<file path="src/rtl/reflow_setpoint_profile_assert.svh">
// Assertion macros shared by the reflow setpoint profile RTL.
`ifndef REFLOW_SETPOINT_PROFILE_ASSERT_SVH
`define REFLOW_SETPOINT_PROFILE_ASSERT_SVH

// Same-cycle implication, checked out of reset.
`define RSP_ASSERT_IMPL(name, ante, cons) \
  name: assert property (@(posedge clk) disable iff (!rst_n) (ante) |-> (cons)) \
    else $error("rsp assertion failed");

// Next-cycle implication, checked out of reset.
`define RSP_ASSERT_NEXT(name, ante, cons) \
  name: assert property (@(posedge clk) disable iff (!rst_n) (ante) |=> (cons)) \
    else $error("rsp assertion failed");

`endif

</file>
<file path="src/rtl/rsp_pkg.sv">
// Types and constants of the reflow setpoint profile.
package rsp_pkg;

  localparam int unsigned TEMP_W  = 9;
  localparam int unsigned TIME_W  = 10;
  localparam int unsigned T_W     = 16;
  localparam int unsigned END_W   = 12;
  localparam int unsigned PROD_W  = TEMP_W + TIME_W;
  localparam int unsigned QUO_W   = 9;
  localparam int unsigned DIV_STAGES   = 3;
  localparam int unsigned BITS_PER_STG = QUO_W / DIV_STAGES;

  localparam int unsigned AMBIENT_DEGREES = 25;
  localparam int unsigned HOLD_END_TEMP   = 150;
  localparam int unsigned COOL_RATE       = 2;
  localparam int unsigned COOL_FLOOR      = 40;
  localparam int unsigned COOL_STEPS      = (HOLD_END_TEMP - COOL_FLOOR) / COOL_RATE;

  localparam logic [2:0] REG_BAKE      = 3'd0;
  localparam logic [2:0] REG_PRE_TIME  = 3'd1;
  localparam logic [2:0] REG_PRE_TEMP  = 3'd2;
  localparam logic [2:0] REG_SOAK_TIME = 3'd3;
  localparam logic [2:0] REG_SOAK_TEMP = 3'd4;
  localparam logic [2:0] REG_RAMP_TIME = 3'd5;
  localparam logic [2:0] REG_PEAK_TEMP = 3'd6;
  localparam logic [2:0] REG_HOLD_TIME = 3'd7;

  localparam logic [TEMP_W-1:0] RST_BAKE      = 9'd0;
  localparam logic [TIME_W-1:0] RST_PRE_TIME  = 10'd90;
  localparam logic [TEMP_W-1:0] RST_PRE_TEMP  = 9'd150;
  localparam logic [TIME_W-1:0] RST_SOAK_TIME = 10'd90;
  localparam logic [TEMP_W-1:0] RST_SOAK_TEMP = 9'd180;
  localparam logic [TIME_W-1:0] RST_RAMP_TIME = 10'd60;
  localparam logic [TEMP_W-1:0] RST_PEAK_TEMP = 9'd240;
  localparam logic [TIME_W-1:0] RST_HOLD_TIME = 10'd30;

  localparam logic [END_W-1:0] RST_E1 = END_W'(RST_PRE_TIME);
  localparam logic [END_W-1:0] RST_E2 = RST_E1 + END_W'(RST_SOAK_TIME);
  localparam logic [END_W-1:0] RST_E3 = RST_E2 + END_W'(RST_RAMP_TIME);
  localparam logic [END_W-1:0] RST_E4 = RST_E3 + END_W'(RST_HOLD_TIME);

  typedef enum logic [2:0] {
    STG_PREHEAT = 3'd0,
    STG_SOAK    = 3'd1,
    STG_RAMP    = 3'd2,
    STG_HOLD    = 3'd3,
    STG_COOL    = 3'd4
  } stage_t;

  typedef struct packed {
    logic [TEMP_W-1:0] bake;
    logic [TIME_W-1:0] pre_time;
    logic [TEMP_W-1:0] pre_temp;
    logic [TIME_W-1:0] soak_time;
    logic [TEMP_W-1:0] soak_temp;
    logic [TIME_W-1:0] ramp_time;
    logic [TEMP_W-1:0] peak_temp;
    logic [TIME_W-1:0] hold_time;
    logic [END_W-1:0]  e1;
    logic [END_W-1:0]  e2;
    logic [END_W-1:0]  e3;
    logic [END_W-1:0]  e4;
  } cfg_t;

  // Payload carried down the pipe; later stages fill rem and quo.
  typedef struct packed {
    stage_t            stage;
    logic              bypass;
    logic [TEMP_W-1:0] base;
    logic              neg;
    logic [TEMP_W-1:0] mag;
    logic [TIME_W-1:0] num;
    logic [TIME_W-1:0] den;
    logic [PROD_W-1:0] rem;
    logic [QUO_W-1:0]  quo;
  } pipe_t;

endpackage

</file>
<file path="src/rtl/rsp_cfg.sv">
// APB register file holding the profile settings and the derived segment ends.
module rsp_cfg import rsp_pkg::*; (
  input  logic        clk,
  input  logic        rst_n,
  input  logic        psel,
  input  logic        penable,
  input  logic        pwrite,
  input  logic [4:0]  paddr,
  input  logic [31:0] pwdata,
  output logic [31:0] prdata,
  output logic        pready,
  output cfg_t        cfg
);

  logic [TEMP_W-1:0] bake_r, pre_temp_r, soak_temp_r, peak_temp_r;
  logic [TIME_W-1:0] pre_time_r, soak_time_r, ramp_time_r, hold_time_r;
  logic [TIME_W-1:0] pre_time_nxt, soak_time_nxt, ramp_time_nxt, hold_time_nxt;
  logic [END_W-1:0]  e1_r, e2_r, e3_r, e4_r;
  logic [END_W-1:0]  e1_nxt, e2_nxt, e3_nxt, e4_nxt;
  logic [2:0]        idx;
  logic              wr_en;

  assign pready = 1'b1;
  assign idx    = paddr[4:2];
  assign wr_en  = psel & penable & pwrite;

  always_ff @(posedge clk) begin
    if (!rst_n) begin
      bake_r      <= RST_BAKE;
      pre_time_r  <= RST_PRE_TIME;
      pre_temp_r  <= RST_PRE_TEMP;
      soak_time_r <= RST_SOAK_TIME;
      soak_temp_r <= RST_SOAK_TEMP;
      ramp_time_r <= RST_RAMP_TIME;
      peak_temp_r <= RST_PEAK_TEMP;
      hold_time_r <= RST_HOLD_TIME;
    end else if (wr_en) begin
      unique case (idx)
        REG_BAKE:      bake_r      <= pwdata[TEMP_W-1:0];
        REG_PRE_TIME:  pre_time_r  <= pwdata[TIME_W-1:0];
        REG_PRE_TEMP:  pre_temp_r  <= pwdata[TEMP_W-1:0];
        REG_SOAK_TIME: soak_time_r <= pwdata[TIME_W-1:0];
        REG_SOAK_TEMP: soak_temp_r <= pwdata[TEMP_W-1:0];
        REG_RAMP_TIME: ramp_time_r <= pwdata[TIME_W-1:0];
        REG_PEAK_TEMP: peak_temp_r <= pwdata[TEMP_W-1:0];
        REG_HOLD_TIME: hold_time_r <= pwdata[TIME_W-1:0];
        default: ;
      endcase
    end
  end

  // Segment ends load at the same edge as the time register being written.
  always_comb begin
    pre_time_nxt  = pre_time_r;
    soak_time_nxt = soak_time_r;
    ramp_time_nxt = ramp_time_r;
    hold_time_nxt = hold_time_r;
    if (wr_en) begin
      unique case (idx)
        REG_PRE_TIME:  pre_time_nxt  = pwdata[TIME_W-1:0];
        REG_SOAK_TIME: soak_time_nxt = pwdata[TIME_W-1:0];
        REG_RAMP_TIME: ramp_time_nxt = pwdata[TIME_W-1:0];
        REG_HOLD_TIME: hold_time_nxt = pwdata[TIME_W-1:0];
        default: ;
      endcase
    end
    e1_nxt = END_W'(pre_time_nxt);
    e2_nxt = e1_nxt + END_W'(soak_time_nxt);
    e3_nxt = e2_nxt + END_W'(ramp_time_nxt);
    e4_nxt = e3_nxt + END_W'(hold_time_nxt);
  end

  always_ff @(posedge clk) begin
    if (!rst_n) begin
      e1_r <= RST_E1;
      e2_r <= RST_E2;
      e3_r <= RST_E3;
      e4_r <= RST_E4;
    end else begin
      e1_r <= e1_nxt;
      e2_r <= e2_nxt;
      e3_r <= e3_nxt;
      e4_r <= e4_nxt;
    end
  end

  always_comb begin
    prdata = '0;
    unique case (idx)
      REG_BAKE:      prdata = 32'(bake_r);
      REG_PRE_TIME:  prdata = 32'(pre_time_r);
      REG_PRE_TEMP:  prdata = 32'(pre_temp_r);
      REG_SOAK_TIME: prdata = 32'(soak_time_r);
      REG_SOAK_TEMP: prdata = 32'(soak_temp_r);
      REG_RAMP_TIME: prdata = 32'(ramp_time_r);
      REG_PEAK_TEMP: prdata = 32'(peak_temp_r);
      REG_HOLD_TIME: prdata = 32'(hold_time_r);
      default:       prdata = '0;
    endcase
  end

  always_comb begin
    cfg.bake      = bake_r;
    cfg.pre_time  = pre_time_r;
    cfg.pre_temp  = pre_temp_r;
    cfg.soak_time = soak_time_r;
    cfg.soak_temp = soak_temp_r;
    cfg.ramp_time = ramp_time_r;
    cfg.peak_temp = peak_temp_r;
    cfg.hold_time = hold_time_r;
    cfg.e1        = e1_r;
    cfg.e2        = e2_r;
    cfg.e3        = e3_r;
    cfg.e4        = e4_r;
  end

endmodule

</file>
<file path="src/rtl/rsp_seg.sv">
// Segment select stage: picks endpoints, offset and span for one time value.
module rsp_seg import rsp_pkg::*; (
  input  logic           clk,
  input  logic           rst_n,
  input  cfg_t           cfg,
  input  logic           in_valid,
  input  logic [T_W-1:0] in_t,
  output logic           in_ready,
  output logic           out_valid,
  input  logic           out_ready,
  output pipe_t          out_pipe
);

  logic              valid_r;
  pipe_t             pipe_r;
  pipe_t             pipe_nxt;
  logic [TEMP_W-1:0] finish;
  logic [END_W-1:0]  t12;
  logic [END_W-1:0]  off;
  logic [T_W-1:0]    cool_d;

  assign in_ready  = !valid_r || out_ready;
  assign out_valid = valid_r;
  assign out_pipe  = pipe_r;
  assign t12       = in_t[END_W-1:0];
  assign cool_d    = in_t - T_W'(cfg.e4);

  always_comb begin
    pipe_nxt        = '0;
    pipe_nxt.den    = TIME_W'(1);
    finish          = '0;
    off             = '0;
    priority if (cfg.bake != '0) begin
      pipe_nxt.stage  = STG_SOAK;
      pipe_nxt.bypass = 1'b1;
      pipe_nxt.base   = cfg.bake;
    end else if (in_t <= T_W'(cfg.e1)) begin
      pipe_nxt.stage = STG_PREHEAT;
      pipe_nxt.base  = TEMP_W'(AMBIENT_DEGREES);
      finish         = cfg.pre_temp;
      pipe_nxt.num   = in_t[TIME_W-1:0];
      // zero-length preheat only meets t = 0; 0/1 keeps the start value
      pipe_nxt.den   = (cfg.pre_time == '0) ? TIME_W'(1) : cfg.pre_time;
    end else if (in_t <= T_W'(cfg.e2)) begin
      pipe_nxt.stage = STG_SOAK;
      pipe_nxt.base  = cfg.pre_temp;
      finish         = cfg.soak_temp;
      off            = t12 - cfg.e1;
      pipe_nxt.num   = off[TIME_W-1:0];
      pipe_nxt.den   = cfg.soak_time;
    end else if (in_t <= T_W'(cfg.e3)) begin
      pipe_nxt.stage = STG_RAMP;
      pipe_nxt.base  = cfg.soak_temp;
      finish         = cfg.peak_temp;
      off            = t12 - cfg.e2;
      pipe_nxt.num   = off[TIME_W-1:0];
      pipe_nxt.den   = cfg.ramp_time;
    end else if (in_t <= T_W'(cfg.e4)) begin
      pipe_nxt.stage = STG_HOLD;
      pipe_nxt.base  = cfg.peak_temp;
      finish         = TEMP_W'(HOLD_END_TEMP);
      off            = t12 - cfg.e3;
      pipe_nxt.num   = off[TIME_W-1:0];
      pipe_nxt.den   = cfg.hold_time;
    end else begin
      pipe_nxt.stage  = STG_COOL;
      pipe_nxt.bypass = 1'b1;
      if (cool_d > T_W'(COOL_STEPS)) begin
        pipe_nxt.base = TEMP_W'(COOL_FLOOR);
      end else begin
        pipe_nxt.base = TEMP_W'(HOLD_END_TEMP) - TEMP_W'(cool_d[6:0] * COOL_RATE);
      end
    end
    if (!pipe_nxt.bypass) begin
      pipe_nxt.neg = finish < pipe_nxt.base;
      pipe_nxt.mag = pipe_nxt.neg ? (pipe_nxt.base - finish) : (finish - pipe_nxt.base);
    end
  end

  always_ff @(posedge clk) begin
    if (!rst_n) begin
      valid_r <= 1'b0;
    end else if (in_ready) begin
      valid_r <= in_valid;
    end
  end

  always_ff @(posedge clk) begin
    if (in_ready && in_valid) begin
      pipe_r <= pipe_nxt;
    end
  end

endmodule

</file>
<file path="src/rtl/rsp_div.sv">
// Pipelined restoring divider, a few quotient bits per register stage.
module rsp_div import rsp_pkg::*; (
  input  logic  clk,
  input  logic  rst_n,
  input  logic  in_valid,
  input  pipe_t in_pipe,
  output logic  in_ready,
  output logic  out_valid,
  input  logic  out_ready,
  output pipe_t out_pipe
);

  logic [DIV_STAGES-1:0] valid_r;
  logic [DIV_STAGES:0]   rdy;
  pipe_t                 stg_r   [DIV_STAGES];
  pipe_t                 stg_nxt [DIV_STAGES];

  assign rdy[DIV_STAGES] = out_ready;
  assign in_ready        = rdy[0];
  assign out_valid       = valid_r[DIV_STAGES-1];
  assign out_pipe        = stg_r[DIV_STAGES-1];

  for (genvar k = 0; k < DIV_STAGES; k++) begin : g_stg
    pipe_t src;
    logic  src_valid;

    if (k == 0) begin : g_first
      assign src       = in_pipe;
      assign src_valid = in_valid;
    end else begin : g_rest
      assign src       = stg_r[k-1];
      assign src_valid = valid_r[k-1];
    end

    assign rdy[k] = !valid_r[k] || rdy[k+1];

    // quotient bits from the top down, BITS_PER_STG of them here
    always_comb begin
      pipe_t             p;
      logic [PROD_W-1:0] sh;
      int                b;
      p = src;
      for (int j = 0; j < BITS_PER_STG; j++) begin
        b  = QUO_W - 1 - k * BITS_PER_STG - j;
        sh = PROD_W'(p.den) << b;
        if (p.rem >= sh) begin
          p.rem    = p.rem - sh;
          p.quo[b] = 1'b1;
        end
      end
      stg_nxt[k] = p;
    end

    always_ff @(posedge clk) begin
      if (!rst_n) begin
        valid_r[k] <= 1'b0;
      end else if (rdy[k]) begin
        valid_r[k] <= src_valid;
      end
    end

    always_ff @(posedge clk) begin
      if (rdy[k] && src_valid) begin
        stg_r[k] <= stg_nxt[k];
      end
    end
  end

endmodule

</file>
<file path="src/rtl/reflow_setpoint_profile.sv">
// Reflow setpoint profile: elapsed seconds in, target temperature and stage out.
//
// Input stream: in_tdata[15:0] carries elapsed seconds; one item per accepted
// transfer, and a new item may be accepted in every cycle while in_tready is high.
// Output stream: out_tdata[8:0] is the target temperature in degrees,
// out_tuser[2:0] the stage (preheat, soak, ramp, hold, cooldown).
// Each item gives exactly one result, in order. Each item passes six register
// stages (segment select, multiply, three divider stages of three quotient
// bits each, output register), the first loaded at the accepting edge.
// Sustained throughput is one item per cycle while out_tready stays high.
// A stall on out_tready holds the output register; each stage keeps its item
// until the next one frees, so bubbles close up and in_tready drops only once
// all six stages are full.
// Settings sit on the APB port (one register per word, pready always high);
// write them only while no item is in flight. Segment ends load at the same
// edge as the write. Synchronous reset empties the pipe and loads default
// settings (reflow mode, 90/150, 90/180, 60/240, 30 s hold).
`include "reflow_setpoint_profile_assert.svh"

module reflow_setpoint_profile import rsp_pkg::*; (
  input  logic        clk,
  input  logic        rst_n,
  input  logic        in_tvalid,
  output logic        in_tready,
  input  logic [15:0] in_tdata,    // [15:0] elapsed_seconds
  output logic        out_tvalid,
  input  logic        out_tready,
  output logic [15:0] out_tdata,   // [8:0] target_temp, [15:9] zero
  output logic [2:0]  out_tuser,   // [2:0] stage
  input  logic        cfg_psel,
  input  logic        cfg_penable,
  input  logic        cfg_pwrite,
  input  logic [4:0]  cfg_paddr,
  input  logic [31:0] cfg_pwdata,
  output logic [31:0] cfg_prdata,
  output logic        cfg_pready
);

  cfg_t              cfg;
  logic              seg_valid, seg_ready;
  pipe_t             seg_pipe;
  logic              mul_valid_r, mul_ready;
  pipe_t             mul_r, mul_nxt;
  logic              div_valid, div_ready;
  pipe_t             div_pipe;
  logic              fin_ready;
  logic              out_valid_r;
  logic [TEMP_W-1:0] temp_r, temp_nxt;
  stage_t            stage_r;

  rsp_cfg u_cfg (
    .clk     (clk),
    .rst_n   (rst_n),
    .psel    (cfg_psel),
    .penable (cfg_penable),
    .pwrite  (cfg_pwrite),
    .paddr   (cfg_paddr),
    .pwdata  (cfg_pwdata),
    .prdata  (cfg_prdata),
    .pready  (cfg_pready),
    .cfg     (cfg)
  );

  rsp_seg u_seg (
    .clk       (clk),
    .rst_n     (rst_n),
    .cfg       (cfg),
    .in_valid  (in_tvalid),
    .in_t      (in_tdata),
    .in_ready  (in_tready),
    .out_valid (seg_valid),
    .out_ready (seg_ready),
    .out_pipe  (seg_pipe)
  );

  // multiply stage: span times offset becomes the dividend
  assign mul_ready = !mul_valid_r || div_ready;
  assign seg_ready = mul_ready;

  always_comb begin
    mul_nxt     = seg_pipe;
    mul_nxt.rem = PROD_W'(seg_pipe.mag) * PROD_W'(seg_pipe.num);
    mul_nxt.quo = '0;
  end

  always_ff @(posedge clk) begin
    if (!rst_n) begin
      mul_valid_r <= 1'b0;
    end else if (mul_ready) begin
      mul_valid_r <= seg_valid;
    end
  end

  always_ff @(posedge clk) begin
    if (mul_ready && seg_valid) begin
      mul_r <= mul_nxt;
    end
  end

  rsp_div u_div (
    .clk       (clk),
    .rst_n     (rst_n),
    .in_valid  (mul_valid_r),
    .in_pipe   (mul_r),
    .in_ready  (div_ready),
    .out_valid (div_valid),
    .out_ready (fin_ready),
    .out_pipe  (div_pipe)
  );

  // output register: start value plus or minus the quotient, or the bare start value on bypass
  assign fin_ready = !out_valid_r || out_tready;

  always_comb begin
    priority if (div_pipe.bypass) begin
      temp_nxt = div_pipe.base;
    end else if (div_pipe.neg) begin
      temp_nxt = div_pipe.base - TEMP_W'(div_pipe.quo);
    end else begin
      temp_nxt = div_pipe.base + TEMP_W'(div_pipe.quo);
    end
  end

  always_ff @(posedge clk) begin
    if (!rst_n) begin
      out_valid_r <= 1'b0;
    end else if (fin_ready) begin
      out_valid_r <= div_valid;
    end
  end

  always_ff @(posedge clk) begin
    if (fin_ready && div_valid) begin
      temp_r  <= temp_nxt;
      stage_r <= div_pipe.stage;
    end
  end

  assign out_tvalid = out_valid_r;
  assign out_tdata  = 16'(temp_r);
  assign out_tuser  = stage_r;

  `RSP_ASSERT_IMPL(a_seg_num_in_span, seg_valid && !seg_pipe.bypass,
    seg_pipe.num <= seg_pipe.den && seg_pipe.den != '0)
  `RSP_ASSERT_IMPL(a_quo_within_span, div_valid && !div_pipe.bypass,
    div_pipe.quo <= div_pipe.mag && div_pipe.rem < PROD_W'(div_pipe.den))
  `RSP_ASSERT_IMPL(a_cool_floor, out_tvalid && out_tuser == STG_COOL,
    out_tdata[8:0] >= 9'(COOL_FLOOR) && out_tdata[8:0] <= 9'(HOLD_END_TEMP))
  `RSP_ASSERT_NEXT(a_div_holds_on_stall, div_valid && !fin_ready,
    div_valid && $stable(div_pipe))

endmodule
</file>
<file path="config.mk">
export PLATFORM = sky130hd
export DESIGN_NAME = reflow_setpoint_profile
export DESIGN_NICKNAME = d
export VERILOG_FILES = /design/src/rtl/rsp_pkg.sv /design/src/rtl/rsp_cfg.sv /design/src/rtl/rsp_seg.sv /design/src/rtl/rsp_div.sv /design/src/rtl/reflow_setpoint_profile.sv
export VERILOG_INCLUDE_DIRS = /design/src /design/src/rtl
export SDC_FILE = /design/constraint.sdc
export NUM_CORES = 1
export LEC_CHECK = 0
export BUFFER_PORTS_ARGS = -buffer_cell sky130_fd_sc_hd__buf_2
export CAP_MARGIN = 20
export CORE_MARGIN = 5
export CORE_UTILIZATION = 45
export CTS_BUF_LIST = sky130_fd_sc_hd__clkbuf_8
export CTS_CLUSTER_SIZE = 20
export DETAILED_ROUTE_END_ITERATION = 6
export GPL_TIMING_DRIVEN = 0
export SETUP_SLACK_MARGIN = 0.1
export SYNTH_ARGS = -nofsm -noshare
export SYNTH_HDL_FRONTEND = slang
export SYNTH_SLANG_ARGS = --single-unit
</file>
<file path="constraint.sdc">
create_clock -name clk -period 16.78 [get_ports clk]
set_clock_uncertainty 0.1 [all_clocks]
set_input_delay 1.678 -clock clk [delete_from_list [all_inputs] [get_ports clk]]
set_output_delay 1.678 -clock clk [all_outputs]
set_load 0.02 [all_outputs]
</file>
==> flow_metrics.tcl <==
set metrics [dict create \
    outcome "complete, no violations" \
    hold_path.class "register to register" \
    clock_latency_ns 0.69 \
    design_area_um2 28600 \
    gp_congestion 0.964 \
    coreArea_um2 56600 \
    final_hold_viol_count 0 \
    antenna_found_initial 5 \
    rsz0062_at_grt "no" \
    rows 87 \
    clk_pin_slew_ns 0.06 \
    viasPerCell 5.72 \
    h-tree-depth 2 \
    p_leak_nw 12.1 \
    syn2layout_area_growth_pct 10.9 \
    nets 3278 \
    drcViolationCount 0 \
    synthArstFlopShare_pct 0 \
    cp_top_family "compound AO/OA/AOI/OAI gates" \
    yosys-top-cells-count "nand2_1, inv_1, ha_1" \
    die_height_um 249 \
    grt.total_usage_pct 23.9 \
    synthFlopType "edfxtp_1" \
    root_buffer "clkbuf_8" \
    finalCritPeriodShare_pct 54.2 \
    p_per_area_nw_per_um2 111 \
    critPathRequiredTime_ns 17.06 \
    io_pins 114 \
    grt_overflow 0 \
    path_buf_inv 6 \
    fin_crit_ns 9.09 \
    yosysSeqAreaShare_pct 34.2 \
    die-area_um2 62200 \
    grt_max_degree 36 \
    peakVddDrop_v 0.0000758 \
    setup_viol 0 \
    post-cts-setup-buffer-count 0 \
    start_kind "register" \
    hold_buffers 0 \
    routed_wl_mm 76.4 \
    routed-via-count 21278 \
    dpl-instance-area_um2 27300 \
    synth_area_per_cell_um2 9.35 \
    grt_pass1_vias 20938 \
    wl_per_cell_um 20.6 \
    worst_path_max_delay_cell "a41oi_1" \
    clock.fmax_ghz 0.110 \
    slew_viol_final 0 \
    ant_nets 0 \
    final_core_util_pct 50.5 \
    hold_slack_ns 0.311 \
    cts_inserted_buffers 59 \
    critPathMaxFanout 10 \
    synth_most_common_cell "nand2_1" \
    endpoint_kind "register" \
    drv_cap 0 \
    dieWidth_um 249 \
    synth_area_leaders "edfxtp_1, ha_1, dfxtp_1" \
    dr.pass1.iters 7 \
    fin_tns_setup_ns 0 \
    yosysTopAreaCellShare_pct 25.2 \
    initial_utilization_pct 45.6 \
    cts_tree "done" \
    yosysWarnings 0 \
    cts_resized 0 \
    worst_slew_pin_slew_ns 1.18 \
    syn_area_um2 25800 \
    synth_cells 2757 \
    grt_pass1_wl_mm 119 \
    cpPeakStageDelay_ns 0.48 \
    cts.sinks 333 \
    maxSlewHeadroom_pct 21.5 \
    drive_gt1_share_pct 11.2 \
    dpl.hpwl_mm 61.4 \
    port_buffers 55 \
    cts_max_path_buffers 3 \
    synthDistinctLibCells 97 \
    drt-initial-drc-count 1611 \
    synth_top_cell_by_area "edfxtp_1" \
    worstPathArrival_ns 9.37 \
    synth-edff-count 216 \
    synth-seq-cells 333 \
    path_class "register to register" \
]
[logic make-up (layout without fill, tap and decap cells)]
kind of cell,after synthesis,in the layout,share of synthesized area [%]
adder cells (fa/ha/maj),307,307,17.1
buffers and inverters,357,531,5.82
other,2,32,0.0291
multiplexers,104,104,4.76
AO/OA/AOI/OAI,672,672,17.4
XOR/XNOR,128,128,4.35
AND/OR/NAND/NOR,854,854,16.3
flip-flops,333,333,34.2
[final timing paths]
kind                      start                  to  slack, ns  cells past startpoint
min reg2reg  u_seg.out_pipe[57]           mul_r[57]       0.31                      0
max          u_div.stg_r[0][28]  u_div.stg_r[0][91]       7.69                     33
max reg2reg  u_div.stg_r[0][28]  u_div.stg_r[0][91]       7.69                     33
min          u_seg.out_pipe[57]           mul_r[57]       0.31                      0
[layout by cell type (no fill, tap or decap), types with 35 or more instances in the layout]
cell      instances
xor2_1           41
a21oi_1         175
inv_1           250
nor2b_1          40
clkbuf_8         65
mux2_2           56
clkbuf_1         75
nand2b_1         35
nor3_1           37
a21o_1           52
edfxtp_1        216
nand2_1         259
dfxtp_1         117
buf_2            61
fa_1             75
nor2_1          205
nand3_1          53
and2_1           85
xnor2_1          87
ha_1            232
o21ai_0         149
[cell type report]
cell class,instances,area [um^2]
flip-flops and latches,333,8830
inverters,239,915
diodes,2,5.00
well taps,756,946
clock buffers,65,895
plain buffers,118,586
multi-input cells,2095,15600
fillers,5279,28000
clock inverters,44,379
repair buffers,65,425
[power breakdown]
part           total [mW]  switching [mW]  internal [mW]
sequential          0.986          0.0304          0.956
combinational        1.38           0.766          0.618
clock               0.799           0.346          0.453
[through the flow]
step | total power [mW] | instances | worst slack, ns
global route | 3.38 | 3716 | 7.07
finish | 3.17 | 3717 | 7.69
global placement | 2.33 | 3596 | 7.55
floorplan | 2.07 | 2785 | 9.51
detailed placement | 2.37 | 3603 | 7.56
CTS | 3.18 | 3712 | 7.76
[registers in the layout, summed over array words and instances (netlist names), 2 cells and up]
signal	flops
u_seg.out_pipe	43
u_cfg.hold_time_r	10
u_cfg.e3_r	12
u_cfg.ramp_time_r	10
u_cfg.e2_r	11
u_cfg.soak_time_r	10
temp_r	9
u_cfg.bake_r	9
out_tuser	3
u_cfg.soak_temp_r	9
u_div.g_stg.src_valid	2
mul_r	43
u_cfg.pre_temp_r	9
u_div.stg_r	118
u_cfg.pre_time_r	10
u_cfg.peak_temp_r	9
u_cfg.e4_r	12
[worst reg2reg max path, delay by kind of cell (launching register included)]
kind	cells	cell delay, ns
AOI/OAI and AO/OA	16	4.19
adders and majority gates	4	1.50
buffers and inverters	6	1.26
and+or+nand+nor	6	1.00
DFF	1	0.46
muxes	1	0.32
[metal layers]
metal | routed length [um] | track usage, % | up-vias
met5 | 21 | 0 | -
met1 | 34600 | 33.7 | 10338
met4 | 2430 | 7.64 | 4
met2 | 34700 | 38.7 | 689
li1 | - | - | 10119
met3 | 4720 | 2.93 | 128
Power figures use the tool's default switching activity.
